## src/hdl/arith_expression_tokenizer_macros.svh

```systemverilog
// Assertion macros shared by the tokenizer modules.
`ifndef ARITH_EXPRESSION_TOKENIZER_MACROS_SVH
`define ARITH_EXPRESSION_TOKENIZER_MACROS_SVH

// Condition must hold at every clock edge outside reset.
`define AET_ASSERT_HOLDS(label, cond, msg) \
  label: assert property (@(posedge clk) disable iff (!rst_n) (cond)) else $error(msg);

// Consequent must hold in the same cycle as the antecedent.
`define AET_ASSERT_IMPLIES(label, ante, cons, msg) \
  label: assert property (@(posedge clk) disable iff (!rst_n) (ante) |-> (cons)) \
    else $error(msg);

// Consequent must hold in the cycle after the antecedent.
`define AET_ASSERT_NEXT(label, ante, cons, msg) \
  label: assert property (@(posedge clk) disable iff (!rst_n) (ante) |=> (cons)) \
    else $error(msg);

`endif

```

## src/hdl/aet_pkg.sv

```systemverilog
// Types and constants shared by the arithmetic expression tokenizer.
`timescale 1ns / 1ps

package aet_pkg;

  localparam int QUEUE_DEPTH = 4;

  localparam logic [15:0] CAPACITY_RESET = 16'd64;

  // Character codes.
  localparam logic [7:0] CHAR_NUL      = 8'h00;
  localparam logic [7:0] CHAR_DIGIT_LO = 8'd48;
  localparam logic [7:0] CHAR_DIGIT_HI = 8'd57;
  localparam logic [7:0] CHAR_SPACE    = 8'h20;
  localparam logic [7:0] CHAR_NEWLINE  = 8'h0A;
  localparam logic [7:0] CHAR_TAB      = 8'h09;
  localparam logic [7:0] CHAR_PLUS     = 8'h2B;
  localparam logic [7:0] CHAR_MINUS    = 8'h2D;
  localparam logic [7:0] CHAR_STAR     = 8'h2A;
  localparam logic [7:0] CHAR_SLASH    = 8'h2F;
  localparam logic [7:0] CHAR_PERCENT  = 8'h25;
  localparam logic [7:0] CHAR_LPAREN   = 8'h28;
  localparam logic [7:0] CHAR_RPAREN   = 8'h29;

  typedef logic [3:0] kind_t;

  localparam kind_t KIND_NUM    = 4'd0;
  localparam kind_t KIND_ADD    = 4'd1;
  localparam kind_t KIND_SUB    = 4'd2;
  localparam kind_t KIND_MUL    = 4'd3;
  localparam kind_t KIND_DIV    = 4'd4;
  localparam kind_t KIND_REM    = 4'd5;
  localparam kind_t KIND_LPAREN = 4'd6;
  localparam kind_t KIND_RPAREN = 4'd7;
  localparam kind_t KIND_END    = 4'd8;

  typedef logic [1:0] status_t;

  localparam status_t ST_OK      = 2'd0;
  localparam status_t ST_SPACE   = 2'd1;
  localparam status_t ST_INVALID = 2'd2;

  typedef enum logic [2:0] {
    CLS_ZERO,
    CLS_DIGIT,
    CLS_OP,
    CLS_SPACE,
    CLS_OTHER
  } char_class_t;

  typedef struct packed {
    char_class_t cls;
    kind_t       kind;
  } char_item_t;

  typedef struct packed {
    kind_t       token_kind;
    status_t     status;
    logic [15:0] token_start;
    logic [15:0] token_length;
    logic [15:0] token_count;
    logic        last;
  } result_t;

endpackage

```

## src/hdl/arith_expression_tokenizer.sv

```systemverilog
// A character goes through the character queue and the lexer into the result queue.
// Throughput: one character per cycle unless stalled; a character that closes a
// number and also yields a token stays queued; the lexer writes one result per cycle.
// Queues of four entries on each side absorb stalls from either neighbour.
// Reset is synchronous and active low: queues and lexer state clear, capacity is 64.
`timescale 1ns / 1ps

module arith_expression_tokenizer #(
  parameter int OFFSET_BITS = 16
) (
  input  logic        clk,
  input  logic        rst_n,
  input  logic        cfg_wr_en,
  input  logic [15:0] cfg_token_capacity,
  input  logic        in_push,
  output logic        in_full,
  input  logic [7:0]  in_char_code,
  output logic        out_empty,
  input  logic        out_pop,
  output logic [3:0]  out_token_kind,
  output logic [1:0]  out_status,
  output logic [15:0] out_token_start,
  output logic [15:0] out_token_length,
  output logic [15:0] out_token_count,
  output logic        out_last
);

  aet_pkg::char_item_t item;
  logic                item_empty;
  logic                item_pop;
  aet_pkg::result_t    res;
  logic                res_push;
  logic                res_full;
  aet_pkg::result_t    out_res;

  aet_front u_front (
    .clk          (clk),
    .rst_n        (rst_n),
    .in_push      (in_push),
    .in_char_code (in_char_code),
    .in_full      (in_full),
    .item_pop     (item_pop),
    .item         (item),
    .item_empty   (item_empty)
  );

  aet_lexer #(
    .OFFSET_BITS (OFFSET_BITS)
  ) u_lexer (
    .clk                (clk),
    .rst_n              (rst_n),
    .cfg_wr_en          (cfg_wr_en),
    .cfg_token_capacity (cfg_token_capacity),
    .item               (item),
    .item_empty         (item_empty),
    .item_pop           (item_pop),
    .res                (res),
    .res_push           (res_push),
    .res_full           (res_full)
  );

  aet_queue #(
    .WIDTH ($bits(aet_pkg::result_t)),
    .DEPTH (aet_pkg::QUEUE_DEPTH)
  ) u_result_queue (
    .clk     (clk),
    .rst_n   (rst_n),
    .push    (res_push),
    .wr_data (res),
    .full    (res_full),
    .pop     (out_pop),
    .rd_data (out_res),
    .empty   (out_empty)
  );

  assign out_token_kind   = out_res.token_kind;
  assign out_status       = out_res.status;
  assign out_token_start  = out_res.token_start;
  assign out_token_length = out_res.token_length;
  assign out_token_count  = out_res.token_count;
  assign out_last         = out_res.last;

endmodule

```

## src/hdl/aet_queue.sv

```systemverilog
// Small synchronous FIFO used between the tokenizer stages.
`timescale 1ns / 1ps
`include "arith_expression_tokenizer_macros.svh"

module aet_queue #(
  parameter int WIDTH = 8,
  parameter int DEPTH = 4
) (
  input  logic             clk,
  input  logic             rst_n,
  input  logic             push,
  input  logic [WIDTH-1:0] wr_data,
  output logic             full,
  input  logic             pop,
  output logic [WIDTH-1:0] rd_data,
  output logic             empty
);

  localparam int PTR_W = (DEPTH > 1) ? $clog2(DEPTH) : 1;
  localparam int CNT_W = $clog2(DEPTH + 1);

  logic [WIDTH-1:0] store_r [DEPTH];
  logic [PTR_W-1:0] wr_ptr_r;
  logic [PTR_W-1:0] rd_ptr_r;
  logic [CNT_W-1:0] count_r;
  logic             do_push;
  logic             do_pop;

  assign full    = (count_r == CNT_W'(DEPTH));
  assign empty   = (count_r == '0);
  assign do_push = push && !full;
  assign do_pop  = pop && !empty;
  assign rd_data = store_r[rd_ptr_r];

  always_ff @(posedge clk) begin
    if (!rst_n) begin
      wr_ptr_r <= '0;
      rd_ptr_r <= '0;
      count_r  <= '0;
    end else begin
      if (do_push) begin
        wr_ptr_r <= (wr_ptr_r == PTR_W'(DEPTH - 1)) ? '0 : wr_ptr_r + 1'b1;
      end
      if (do_pop) begin
        rd_ptr_r <= (rd_ptr_r == PTR_W'(DEPTH - 1)) ? '0 : rd_ptr_r + 1'b1;
      end
      count_r <= count_r + CNT_W'(do_push) - CNT_W'(do_pop);
    end
  end

  always_ff @(posedge clk) begin
    if (do_push) begin
      store_r[wr_ptr_r] <= wr_data;
    end
  end

  `AET_ASSERT_HOLDS(a_count_bound, count_r <= CNT_W'(DEPTH), "queue count exceeds depth")
  `AET_ASSERT_NEXT(a_push_fills, push && !full, !empty, "queue empty after a push")
  `AET_ASSERT_IMPLIES(a_ptr_agree, wr_ptr_r != rd_ptr_r, !empty && !full, "pointers disagree with count")

endmodule

```

## src/hdl/aet_front.sv

```systemverilog
// Front end: takes character transactions, classifies them and queues them.
`timescale 1ns / 1ps

module aet_front (
  input  logic                clk,
  input  logic                rst_n,
  input  logic                in_push,
  input  logic [7:0]          in_char_code,
  output logic                in_full,
  input  logic                item_pop,
  output aet_pkg::char_item_t item,
  output logic                item_empty
);

  aet_pkg::char_item_t cls_item;

  always_comb begin
    cls_item.kind = aet_pkg::KIND_NUM;
    unique case (in_char_code)
      aet_pkg::CHAR_NUL: cls_item.cls = aet_pkg::CLS_ZERO;
      aet_pkg::CHAR_PLUS: begin
        cls_item.cls  = aet_pkg::CLS_OP;
        cls_item.kind = aet_pkg::KIND_ADD;
      end
      aet_pkg::CHAR_MINUS: begin
        cls_item.cls  = aet_pkg::CLS_OP;
        cls_item.kind = aet_pkg::KIND_SUB;
      end
      aet_pkg::CHAR_STAR: begin
        cls_item.cls  = aet_pkg::CLS_OP;
        cls_item.kind = aet_pkg::KIND_MUL;
      end
      aet_pkg::CHAR_SLASH: begin
        cls_item.cls  = aet_pkg::CLS_OP;
        cls_item.kind = aet_pkg::KIND_DIV;
      end
      aet_pkg::CHAR_PERCENT: begin
        cls_item.cls  = aet_pkg::CLS_OP;
        cls_item.kind = aet_pkg::KIND_REM;
      end
      aet_pkg::CHAR_LPAREN: begin
        cls_item.cls  = aet_pkg::CLS_OP;
        cls_item.kind = aet_pkg::KIND_LPAREN;
      end
      aet_pkg::CHAR_RPAREN: begin
        cls_item.cls  = aet_pkg::CLS_OP;
        cls_item.kind = aet_pkg::KIND_RPAREN;
      end
      aet_pkg::CHAR_SPACE, aet_pkg::CHAR_NEWLINE, aet_pkg::CHAR_TAB: begin
        cls_item.cls = aet_pkg::CLS_SPACE;
      end
      default: begin
        cls_item.cls = (in_char_code >= aet_pkg::CHAR_DIGIT_LO &&
                        in_char_code <= aet_pkg::CHAR_DIGIT_HI) ?
                       aet_pkg::CLS_DIGIT : aet_pkg::CLS_OTHER;
      end
    endcase
  end

  aet_queue #(
    .WIDTH ($bits(aet_pkg::char_item_t)),
    .DEPTH (aet_pkg::QUEUE_DEPTH)
  ) u_char_queue (
    .clk     (clk),
    .rst_n   (rst_n),
    .push    (in_push),
    .wr_data (cls_item),
    .full    (in_full),
    .pop     (item_pop),
    .rd_data (item),
    .empty   (item_empty)
  );

endmodule

```

## src/hdl/aet_lexer.sv

```systemverilog
// Back end: lexer state machine that turns classified characters into tokens.
`timescale 1ns / 1ps
`include "arith_expression_tokenizer_macros.svh"

module aet_lexer #(
  parameter int OFFSET_BITS = 16
) (
  input  logic                clk,
  input  logic                rst_n,
  input  logic                cfg_wr_en,
  input  logic [15:0]         cfg_token_capacity,
  input  aet_pkg::char_item_t item,
  input  logic                item_empty,
  output logic                item_pop,
  output aet_pkg::result_t    res,
  output logic                res_push,
  input  logic                res_full
);

  typedef enum logic [1:0] {
    PH_BETWEEN,
    PH_NUMBER,
    PH_DROP
  } phase_t;

  localparam logic [OFFSET_BITS-1:0] OFF_MAX = '1;

  phase_t                 phase_r, phase_nxt;
  logic                   seen_r, seen_nxt;
  logic [OFFSET_BITS-1:0] pos_r, pos_nxt;
  logic [15:0]            tokens_r, tokens_nxt;
  logic [OFFSET_BITS-1:0] num_start_r, num_start_nxt;
  logic [OFFSET_BITS-1:0] num_len_r, num_len_nxt;
  logic [15:0]            limit_r;
  logic                   second_r, second_nxt;

  logic [OFFSET_BITS-1:0] pos_inc;
  logic [OFFSET_BITS-1:0] len_inc;
  logic [15:0]            pos16;
  logic [15:0]            tok_inc;
  logic                   full_now;
  logic                   full_after;
  logic [15:0]            t_base;
  logic                   full_base;
  logic                   common_go;
  logic                   common_emit;
  aet_pkg::result_t       common_res;
  aet_pkg::result_t       res0;
  aet_pkg::result_t       res1;
  logic [1:0]             res_cnt;
  logic                   new_str;
  logic                   item_ok;
  logic                   finish;

  function automatic aet_pkg::result_t make_result(
    input aet_pkg::kind_t   kind,
    input aet_pkg::status_t status,
    input logic [15:0]      start,
    input logic [15:0]      length,
    input logic [15:0]      count,
    input logic             last
  );
    aet_pkg::result_t r;
    r.token_kind   = kind;
    r.status       = status;
    r.token_start  = start;
    r.token_length = length;
    r.token_count  = count;
    r.last         = last;
    return r;
  endfunction

  assign pos_inc    = (pos_r == OFF_MAX) ? pos_r : pos_r + 1'b1;
  assign len_inc    = (num_len_r == OFF_MAX) ? num_len_r : num_len_r + 1'b1;
  assign pos16      = 16'(pos_r);
  assign tok_inc    = tokens_r + 16'd1;
  assign full_now   = (tokens_r == limit_r);
  assign full_after = (tok_inc == limit_r);

  always_comb begin
    phase_nxt     = phase_r;
    seen_nxt      = seen_r;
    pos_nxt       = pos_r;
    tokens_nxt    = tokens_r;
    num_start_nxt = num_start_r;
    num_len_nxt   = num_len_r;
    res0          = '0;
    res1          = '0;
    res_cnt       = 2'd0;
    new_str       = 1'b0;
    common_go     = 1'b0;
    common_emit   = 1'b0;
    common_res    = '0;
    t_base        = tokens_r;
    full_base     = full_now;

    unique case (phase_r)
      PH_DROP: begin
        new_str = (item.cls == aet_pkg::CLS_ZERO);
      end
      PH_NUMBER: begin
        if (full_now) begin
          res0    = make_result(aet_pkg::KIND_END, aet_pkg::ST_SPACE, pos16, 16'd0,
                                tokens_r, 1'b1);
          res_cnt = 2'd1;
          if (item.cls == aet_pkg::CLS_ZERO) begin
            new_str = 1'b1;
          end else begin
            phase_nxt = PH_DROP;
          end
        end else if (item.cls == aet_pkg::CLS_DIGIT) begin
          num_len_nxt = len_inc;
          pos_nxt     = pos_inc;
        end else begin
          // The pending number closes first; the closing byte is handled after it.
          res0       = make_result(aet_pkg::KIND_NUM, aet_pkg::ST_OK, 16'(num_start_r),
                                   16'(num_len_r), 16'd0, 1'b0);
          res_cnt    = 2'd1;
          tokens_nxt = tok_inc;
          phase_nxt  = PH_BETWEEN;
          if (item.cls == aet_pkg::CLS_ZERO) begin
            res1    = make_result(aet_pkg::KIND_END, aet_pkg::ST_OK, 16'd0, 16'd0,
                                  tok_inc, 1'b1);
            res_cnt = 2'd2;
            new_str = 1'b1;
          end else begin
            common_go = 1'b1;
            t_base    = tok_inc;
            full_base = full_after;
          end
        end
      end
      PH_BETWEEN: begin
        if (item.cls == aet_pkg::CLS_ZERO) begin
          if (seen_r) begin
            res0 = make_result(aet_pkg::KIND_END, aet_pkg::ST_OK, 16'd0, 16'd0,
                               tokens_r, 1'b1);
          end else begin
            // An empty string is an error at offset zero.
            res0 = make_result(aet_pkg::KIND_END,
                               full_now ? aet_pkg::ST_SPACE : aet_pkg::ST_INVALID,
                               pos16, 16'd0, tokens_r, 1'b1);
          end
          res_cnt = 2'd1;
          new_str = 1'b1;
        end else begin
          common_go = 1'b1;
        end
      end
      default: begin
        phase_nxt = PH_BETWEEN;
      end
    endcase

    if (common_go) begin
      if (full_base) begin
        common_res  = make_result(aet_pkg::KIND_END, aet_pkg::ST_SPACE, pos16, 16'd0,
                                  t_base, 1'b1);
        common_emit = 1'b1;
        phase_nxt   = PH_DROP;
      end else begin
        unique case (item.cls)
          aet_pkg::CLS_DIGIT: begin
            phase_nxt     = PH_NUMBER;
            num_start_nxt = pos_r;
            num_len_nxt   = OFFSET_BITS'(1);
            seen_nxt      = 1'b1;
            pos_nxt       = pos_inc;
          end
          aet_pkg::CLS_OP: begin
            common_res  = make_result(item.kind, aet_pkg::ST_OK, pos16, 16'd1, 16'd0,
                                      1'b0);
            common_emit = 1'b1;
            tokens_nxt  = t_base + 16'd1;
            seen_nxt    = 1'b1;
            pos_nxt     = pos_inc;
          end
          aet_pkg::CLS_SPACE: begin
            seen_nxt = 1'b1;
            pos_nxt  = pos_inc;
          end
          default: begin
            common_res  = make_result(aet_pkg::KIND_END, aet_pkg::ST_INVALID, pos16,
                                      16'd0, t_base, 1'b1);
            common_emit = 1'b1;
            phase_nxt   = PH_DROP;
          end
        endcase
      end
      if (common_emit) begin
        if (res_cnt == 2'd0) begin
          res0    = common_res;
          res_cnt = 2'd1;
        end else begin
          res1    = common_res;
          res_cnt = 2'd2;
        end
      end
    end

    if (new_str) begin
      phase_nxt     = PH_BETWEEN;
      seen_nxt      = 1'b0;
      pos_nxt       = '0;
      tokens_nxt    = '0;
      num_start_nxt = '0;
      num_len_nxt   = '0;
    end
  end

  // A character giving two results holds the queue head until its second result is pushed;
  // the lexer state is committed only once its last result has gone out.
  assign item_ok  = !item_empty && !res_full;
  assign res      = second_r ? res1 : res0;
  assign res_push = item_ok && (res_cnt != 2'd0);
  assign finish   = item_ok && ((res_cnt != 2'd2) || second_r);
  assign item_pop = finish;

  always_comb begin
    second_nxt = second_r;
    if (item_ok) begin
      second_nxt = (res_cnt == 2'd2) && !second_r;
    end
  end

  always_ff @(posedge clk) begin
    if (!rst_n) begin
      phase_r     <= PH_BETWEEN;
      seen_r      <= 1'b0;
      pos_r       <= '0;
      tokens_r    <= '0;
      num_start_r <= '0;
      num_len_r   <= '0;
      limit_r     <= aet_pkg::CAPACITY_RESET - 16'd1;
      second_r    <= 1'b0;
    end else begin
      if (cfg_wr_en) begin
        limit_r <= cfg_token_capacity - 16'd1;
      end
      second_r <= second_nxt;
      if (finish) begin
        phase_r     <= phase_nxt;
        seen_r      <= seen_nxt;
        pos_r       <= pos_nxt;
        tokens_r    <= tokens_nxt;
        num_start_r <= num_start_nxt;
        num_len_r   <= num_len_nxt;
      end
    end
  end

  `AET_ASSERT_IMPLIES(a_second_holds_item, second_r, !item_empty, "second result without item")
  `AET_ASSERT_IMPLIES(a_number_nonempty, phase_r == PH_NUMBER, num_len_r != '0, "empty number")
  `AET_ASSERT_NEXT(a_second_follows, res_push && !second_r && res_cnt == 2'd2, second_r, "second result lost")

endmodule

```

## config.mk

```make
export PLATFORM = sky130hd
export DESIGN_NAME = arith_expression_tokenizer
export DESIGN_NICKNAME = d
export VERILOG_FILES = /design/src/hdl/aet_pkg.sv /design/src/hdl/arith_expression_tokenizer.sv /design/src/hdl/aet_queue.sv /design/src/hdl/aet_front.sv /design/src/hdl/aet_lexer.sv
export VERILOG_INCLUDE_DIRS = /design/src /design/src/hdl
export SDC_FILE = /design/constraint.sdc
export NUM_CORES = 1
export LEC_CHECK = 0
export BUFFER_PORTS_ARGS = -buffer_cell sky130_fd_sc_hd__buf_2
export CELL_PAD_IN_SITES_DETAIL_PLACEMENT = 1
export CELL_PAD_IN_SITES_GLOBAL_PLACEMENT = 1
export CORE_AREA = 2 2 156 310
export CTS_BUF_LIST = sky130_fd_sc_hd__clkbuf_4
export DETAILED_ROUTE_END_ITERATION = 16
export DIE_AREA = 0 0 158 312
export PLACE_DENSITY_LB_ADDON = 0.1
export SYNTH_ARGS = -nofsm -noshare
export SYNTH_HDL_FRONTEND = slang
export SYNTH_SLANG_ARGS = --single-unit
```

## constraint.sdc

```tcl
create_clock -name clk -period 4.7 [get_ports clk]
set_input_delay 1.41 -clock clk [delete_from_list [all_inputs] [get_ports clk]]
set_output_delay 1.41 -clock clk [all_outputs]
set_load 0.005 [all_outputs]
```

# --- After elaboration in Yosys (flattened, before gate mapping) ---
# Memories as Yosys holds them, arrays and structs flattened. A register that Yosys moved wholly into a read port is not among the register bits.
# Cells that the tools add are included.
op_classes:
  n_addsub: 13
  n_lt_le_gt_ge: 2
  eq_ne: 28
  muxes: 100
  reduce_logical: 33
op_table:
  columns: ["op", "count"]
  rows:
  - ["$mux W55", 14]
  - ["$mux W16", 31]
  - ["$pmux W55 S2", 2]
  - ["$add A16 B1 Y16 const B", 4]
  - ["$eq A8 B6 Y1 const B", 8]
  - ["$mux W51", 1]
  - ["$mux W49", 1]
  - ["$mux W2", 21]
  - ["$eq A16 B16 Y1", 2]
  - ["$eq A16 B16 Y1 const B", 2]
  - ["$mux W1", 22]
  - ["$pmux W3 S7", 1]
  - ["$eq A8 B4 Y1 const B", 2]
  - ["$sub A16 B1 Y16 const B", 1]
  - ["$eq A2 B2 Y1 const B", 6]
  - ["$pmux W2 S2", 3]
  - ["$logic_and A1 B1 Y1", 9]
  - ["$logic_not A3 Y1", 3]
  - ["$pmux W3 S3", 1]
  - ["$add A2 B1 Y2 const B", 4]
  - ["$ge A8 B6 Y1 const B", 1]
  - ["$le A8 B6 Y1 const B", 1]
  - ["$logic_not A8 Y1", 1]
  - ["$reduce_and A4 Y1", 2]
  - ["17 further kinds", 33]
totals:
  ff_bits: 98
  ramBits: 244
  in_bits: 29
  elab_cells: 192
  n_memories: 2
mem_list:
  columns: ["name", "words", "width", "rd", "rd_ports_with_merged_regs", "wr", "line", "rtl"]
  rows:
  - ["u_result_queue.store_r", 4, 55, 1, 1, 1, "aet_queue.sv:22", "logic [WIDTH-1:0] store_r [DEPTH];"]
  - ["u_front.u_char_queue.store_r", 4, 6, 1, 1, 1, "aet_queue.sv:22", null]

# --- Longest topological paths before layout ---
logic_depth:
  ltp_word: 16
  depth_mapped: 19
  mapped_depth_nobuf: 15

# --- By module ---
# A second synthesis with hierarchy kept.
hier_totals:
  cells_unflattened: 1354
  area_unflattened_um2: 16895.0
modules_own_cells:
  columns: ["module", "n_inst", "cells_each", "area_per_inst_um2", "seq_area_each_um2"]
  rows:
  - ["aet_queue (u_result_queue)", 1, 340, 8490.6, 6786.5]
  - ["aet_lexer", 1, 886, 6661.4, 1681.6]
  - ["aet_queue (u_front.u_char_queue)", 1, 89, 1496.4, 1021.0]
  - ["aet_front", 1, 39, 246.5, 0.0]

# --- Least setup slack after synthesis ---
# No wires, ideal clock.
synth_timing:
  path_type: "register -> register"
  from: "reg u_lexer.tokens_r[1]"
  to: "mem u_result_queue.store_r[0][0] (netlist name) (enable)"
  arrival_ns: 3.729
  required_ns: 4.283
  slack_ns: 0.553
  path_stages_with_launch: 12
  path_buffers: 1
  period_less_slack_ns: 4.147
  cell_sequence: "dfxtp_1 ha_1 inv_1 or3_1 a2111oi_0 o21a_1 and4_4 a211oi_4 a21oi_1 o21a_1 buf_2 and2_1"
synth_between:
  elab_chain_cells: 15
synth_rtl:
  columns: ["element", "line", "rtl"]
  rows:
  - ["from (decl)", "aet_lexer.sv:31", "logic [15:0] tokens_r, tokens_nxt;"]
  - ["from (signal assigned)", "aet_lexer.sv:245", "tokens_r <= tokens_nxt;"]
  - ["$add A16 B1 Y16", "aet_lexer.sv:76", "assign tok_inc = tokens_r + 16'd1;"]
  - ["$eq A16 B16 Y1", "aet_lexer.sv:78", "assign full_after = (tok_inc == limit_r);"]
  - ["$mux W1", "aet_lexer.sv:121", "if (item.cls == aet_pkg::CLS_ZERO) begin"]
  - ["$mux W1", "aet_lexer.sv:111", "end else if (item.cls == aet_pkg::CLS_DIGIT) begin"]
  - ["$mux W1", "aet_lexer.sv:102", "if (full_now) begin"]
  - ["$mux W1", "aet_lexer.sv:97", "unique case (phase_r)"]
  - ["$mux W1", "aet_lexer.sv:156", "if (full_base) begin"]
  - ["$mux W1", "aet_lexer.sv:155", "if (common_go) begin"]
  - ["$mux W2", "aet_lexer.sv:190", "if (common_emit) begin"]
  - ["$mux W2 (*)", "aet_lexer.sv:155", null]
  - ["$reduce_bool A2 Y1 (*)", "aet_lexer.sv:215", "assign res_push = item_ok && (res_cnt != 2'd0);"]
  - ["$logic_and A1 B1 Y1 (*)", "aet_lexer.sv:215", null]
  - ["$logic_and A1 B1 Y1 (*)", "aet_queue.sv:31", "assign do_push = push && !full;"]
  - ["via u_result_queue.do_push", "aet_queue.sv:26", "logic do_push;"]
  - ["$mux W1 (*)", "aet_queue.sv:52", "if (do_push) begin"]
  - ["$mux W1 (not written as such) (*)", "aet_queue.sv:53", "store_r[wr_ptr_r] <= wr_data;"]
  - ["to (decl)", "aet_queue.sv:22", null]
# Mark *: on every way through the listed nets, which the timed path passes. The rest lies on a longest branch. The select of a mux whose other input is x is not followed.

# --- Worst setup path in the final report ---
layout_timing:
  from: "reg u_lexer.tokens_r[6]"
  to: "reg u_lexer.tokens_r[12]"
layout_between:
  elab_chain_cells: 13
layout_rtl:
  columns: ["element"]
  rows:
  - ["branches (longest 13 deep; another with $add A16 B1 Y16)"]
# Several ways; the timed one is not identified. The select of a mux whose other input is x is not followed.
# A chain may end at the register's enable or synchronous reset.

==> out/metrics.cfg <==
[synthesis]
synthSimpleGateAreaFrac=0.1361
synth_mux_area_frac=0.08748
syn_inst=1351
synth_cell_types=85
synthArstFlopShare=0
seq_area_frac_synth=0.5713
synth_compound_area_frac=0.1141
synth_top_family_by_area=simple AND/OR/NAND/NOR gates
synth_seq_cells=342
synth_nets=1403
synth_top_cell_area_share=0.4451
synth_top_cell_by_area=edfxtp_1
netlist_top_cells_count=240 x edfxtp_1, 110 x nand2_1, 103 x nor2_1
syn_area_per_cell_um2=11.98
synth-main-ff-cell=edfxtp_1
syn_area_um2=16190
synth_edf_count=240
synth-xor-area-share=0.03934
synth_area_leaders=edfxtp_1 45%, dfxtp_1 13%, mux4_2 8.3%, nand2_1 2.6%, xnor2_1 2.5%
ys_warn_count=0
yosysMostFrequentCell=edfxtp_1
synthAdderAreaFrac=0.01870

[global_route]
grt_pass1_vias=12790
antenna_found_initial=1
grtUsageTotal=0.2070
grt_pass1_wl_um=76290
grt_max_degree=50
overflow=0

[clock_tree]
htreeDepth=3
cts_buffer_depth=3
cts-resized-gates=0
clkTransAtPathRegs_ps=80
cts_buffers=79
hold_buffers=0
cts.sinks=342
cts_setup_buffers=0
tritoncts=yes
clkLatencyLatePin_ps=790
cts-root-buf=clkbuf_4

[route]
wl_um=49750
routedWlPerCell_um=22.53
via_count=11820
antenna_left=0
firstDrtPassIters=5
drt_iter0_markers=455
drc=0
vias_per_cell=5.353

[timing]
slew_headroom=0.3525
hold_viol=0
finalSetupTns_ps=0
worst_slack_ps=599.6
setup_violations=0
rsz0062_at_grt=no
fin_skew_ps=37.53
slew_violations=0
finalCritPeriodShare=0.8724
worst_pin_slew_ps=966.0
fmax_ghz=0.2439
period_needed_ps=4100

[job]
cap_viol_max_count=0

[placement]
gp_congestion=0.9161
portBuffers=85
hpwl_um=36430
place_ws_ps=574.7

[cells_and_area]
nets=1571
multi_input_area_um2=6412
register_area_um2=9254
drive_above_1_share=0.2538
syn_to_final_growth_pct=16.55
num-fill-cells=5175

[floorplanning]
core-area_um2=46800
num_rows=112
die_area_um2=49300
die_y_um=312
start_util=0.3459
die_w_um=158
ios=86

[power]
powerDensity_nw_per_um2=530.7
ir_drop_v=0.0002172
p_leak_uw=0.006369

[critical_path]
cp.required_ps=5350
cp-start-kind=register
crit_path_max_fanout=13
critPathKind=reg2reg
crit_path_end_kind=register
crit_arrival_ps=4760

[hold_path]
min_path_type=reg2reg

[run_status]
outcome=complete, no violations

per-stage QoR:
stage / power [uW] / utilization / instance area [um^2] / hold WS (ps) / std cells
6_report: 10010 / 0.4032 / 18870 / 470.5 / 2208
5_1_grt: 10640 / 0.4032 / 18870 / 502.6 / 2208
4_1_cts: 10230 / 0.4031 / 18870 / 474.8 / 2207
3_5_place_dp: 7750 / 0.3812 / 17840 / 463.4 / 2065
3_3_place_gp: 7680 / 0.3812 / 17840 / 454.5 / 2065
2_1_floorplan: 6074 / - / 16190 / 441.2 / 1351
worst max-delay path, stage by stage, from the launching register on:
cell	delay, ps
dfxtp_1	690
xnor2_1	270
nand4_1	190
or3_1	530
o21ai_2	180
nor2_1	160
o21ai_0	230
ha_1	350
nand3_1	110
a211oi_1	290
nand3_1	280
o32ai_1	370
o21ai_0	140
nand2_1	80
o21ai_0	80
sequential cells by signal, summed over array words and instances, names as in the netlist, named ones only:
register / flops
u_result_queue.rd_ptr_r: 2
u_lexer.tokens_r: 16
u_front.u_char_queue.store_r: 24
u_front.u_char_queue.rd_ptr_r: 2
u_lexer.num_len_r: 16
u_front.u_char_queue.count_r: 3
u_lexer.seen_r: 1
u_result_queue.count_r: 3
u_result_queue.store_r: 216
u_result_queue.wr_ptr_r: 2
u_lexer.num_start_r: 16
u_lexer.pos16: 16
u_lexer.second_r: 1
u_lexer.limit_r: 16
u_front.u_char_queue.wr_ptr_r: 2
u_lexer.phase_r: 2
cells in the final DEF, fill, tap and decap left out, types with 17 or more instances in the layout:
master and count:
a21oi_1 51, buf_4 74, ha_1 21, dfxtp_1 100
o21ai_0 82, o31ai_1 17, buf_2 85, nor2_1 103
clkbuf_4 121, inv_1 38, mux4_2 60, xnor2_1 47
xor2_1 22, edfxtp_1 240, nand2_1 110, nor3_1 35
nand3_1 63, a22o_1 18
logic make-up after synthesis:
kind of cell | after synthesis
flops | 342
compound gates | 280
buf+inv | 125
mux | 66
simple gates | 444
xor+xnor | 71
fa+ha+maj | 23
area by class of cell:
class | count | area share
timing repair buffer | 172 | 0.06577
inverter | 40 | 0.007957
sequential | 342 | 0.4904
multi-input combinational | 884 | 0.3398
clock inverter | 21 | 0.006233
clock buffer | 121 | 0.04814
tap | 627 | 0.04157
antenna | 1 | 0.0001326
power by group:
group	switching, uW	internal (uW)	total, uW
Combinational	2020	1450	3470
Clock	1190	1230	2420
Sequential	252	3880	4130
Total	3460	6560	10000
metal layers:
layer,up-vias,routed length [um],part of all wire,global-route usage
met2,280,27790,0.56,0.3917
met1,5911,17570,0.35,0.2074
li1,5497,-,-,-
met4,0,2928,0.059,0.1249
met3,132,1463,0.029,0.03106
met5,-,0,0,0
path summary, 6_finish.rpt:
check,end,cells past startpoint,slack (ps),from
worst max-delay path,u_lexer.tokens_r[12],14,600,u_lexer.tokens_r[6]
worst min-delay path,u_lexer.num_start_r[4],2,470,u_lexer.num_start_r[4]
worst max register to register,u_lexer.tokens_r[12],14,600,u_lexer.tokens_r[6]
worst min register to register,u_lexer.num_start_r[4],2,470,u_lexer.num_start_r[4]
Power figures use the tool's default switching activity.
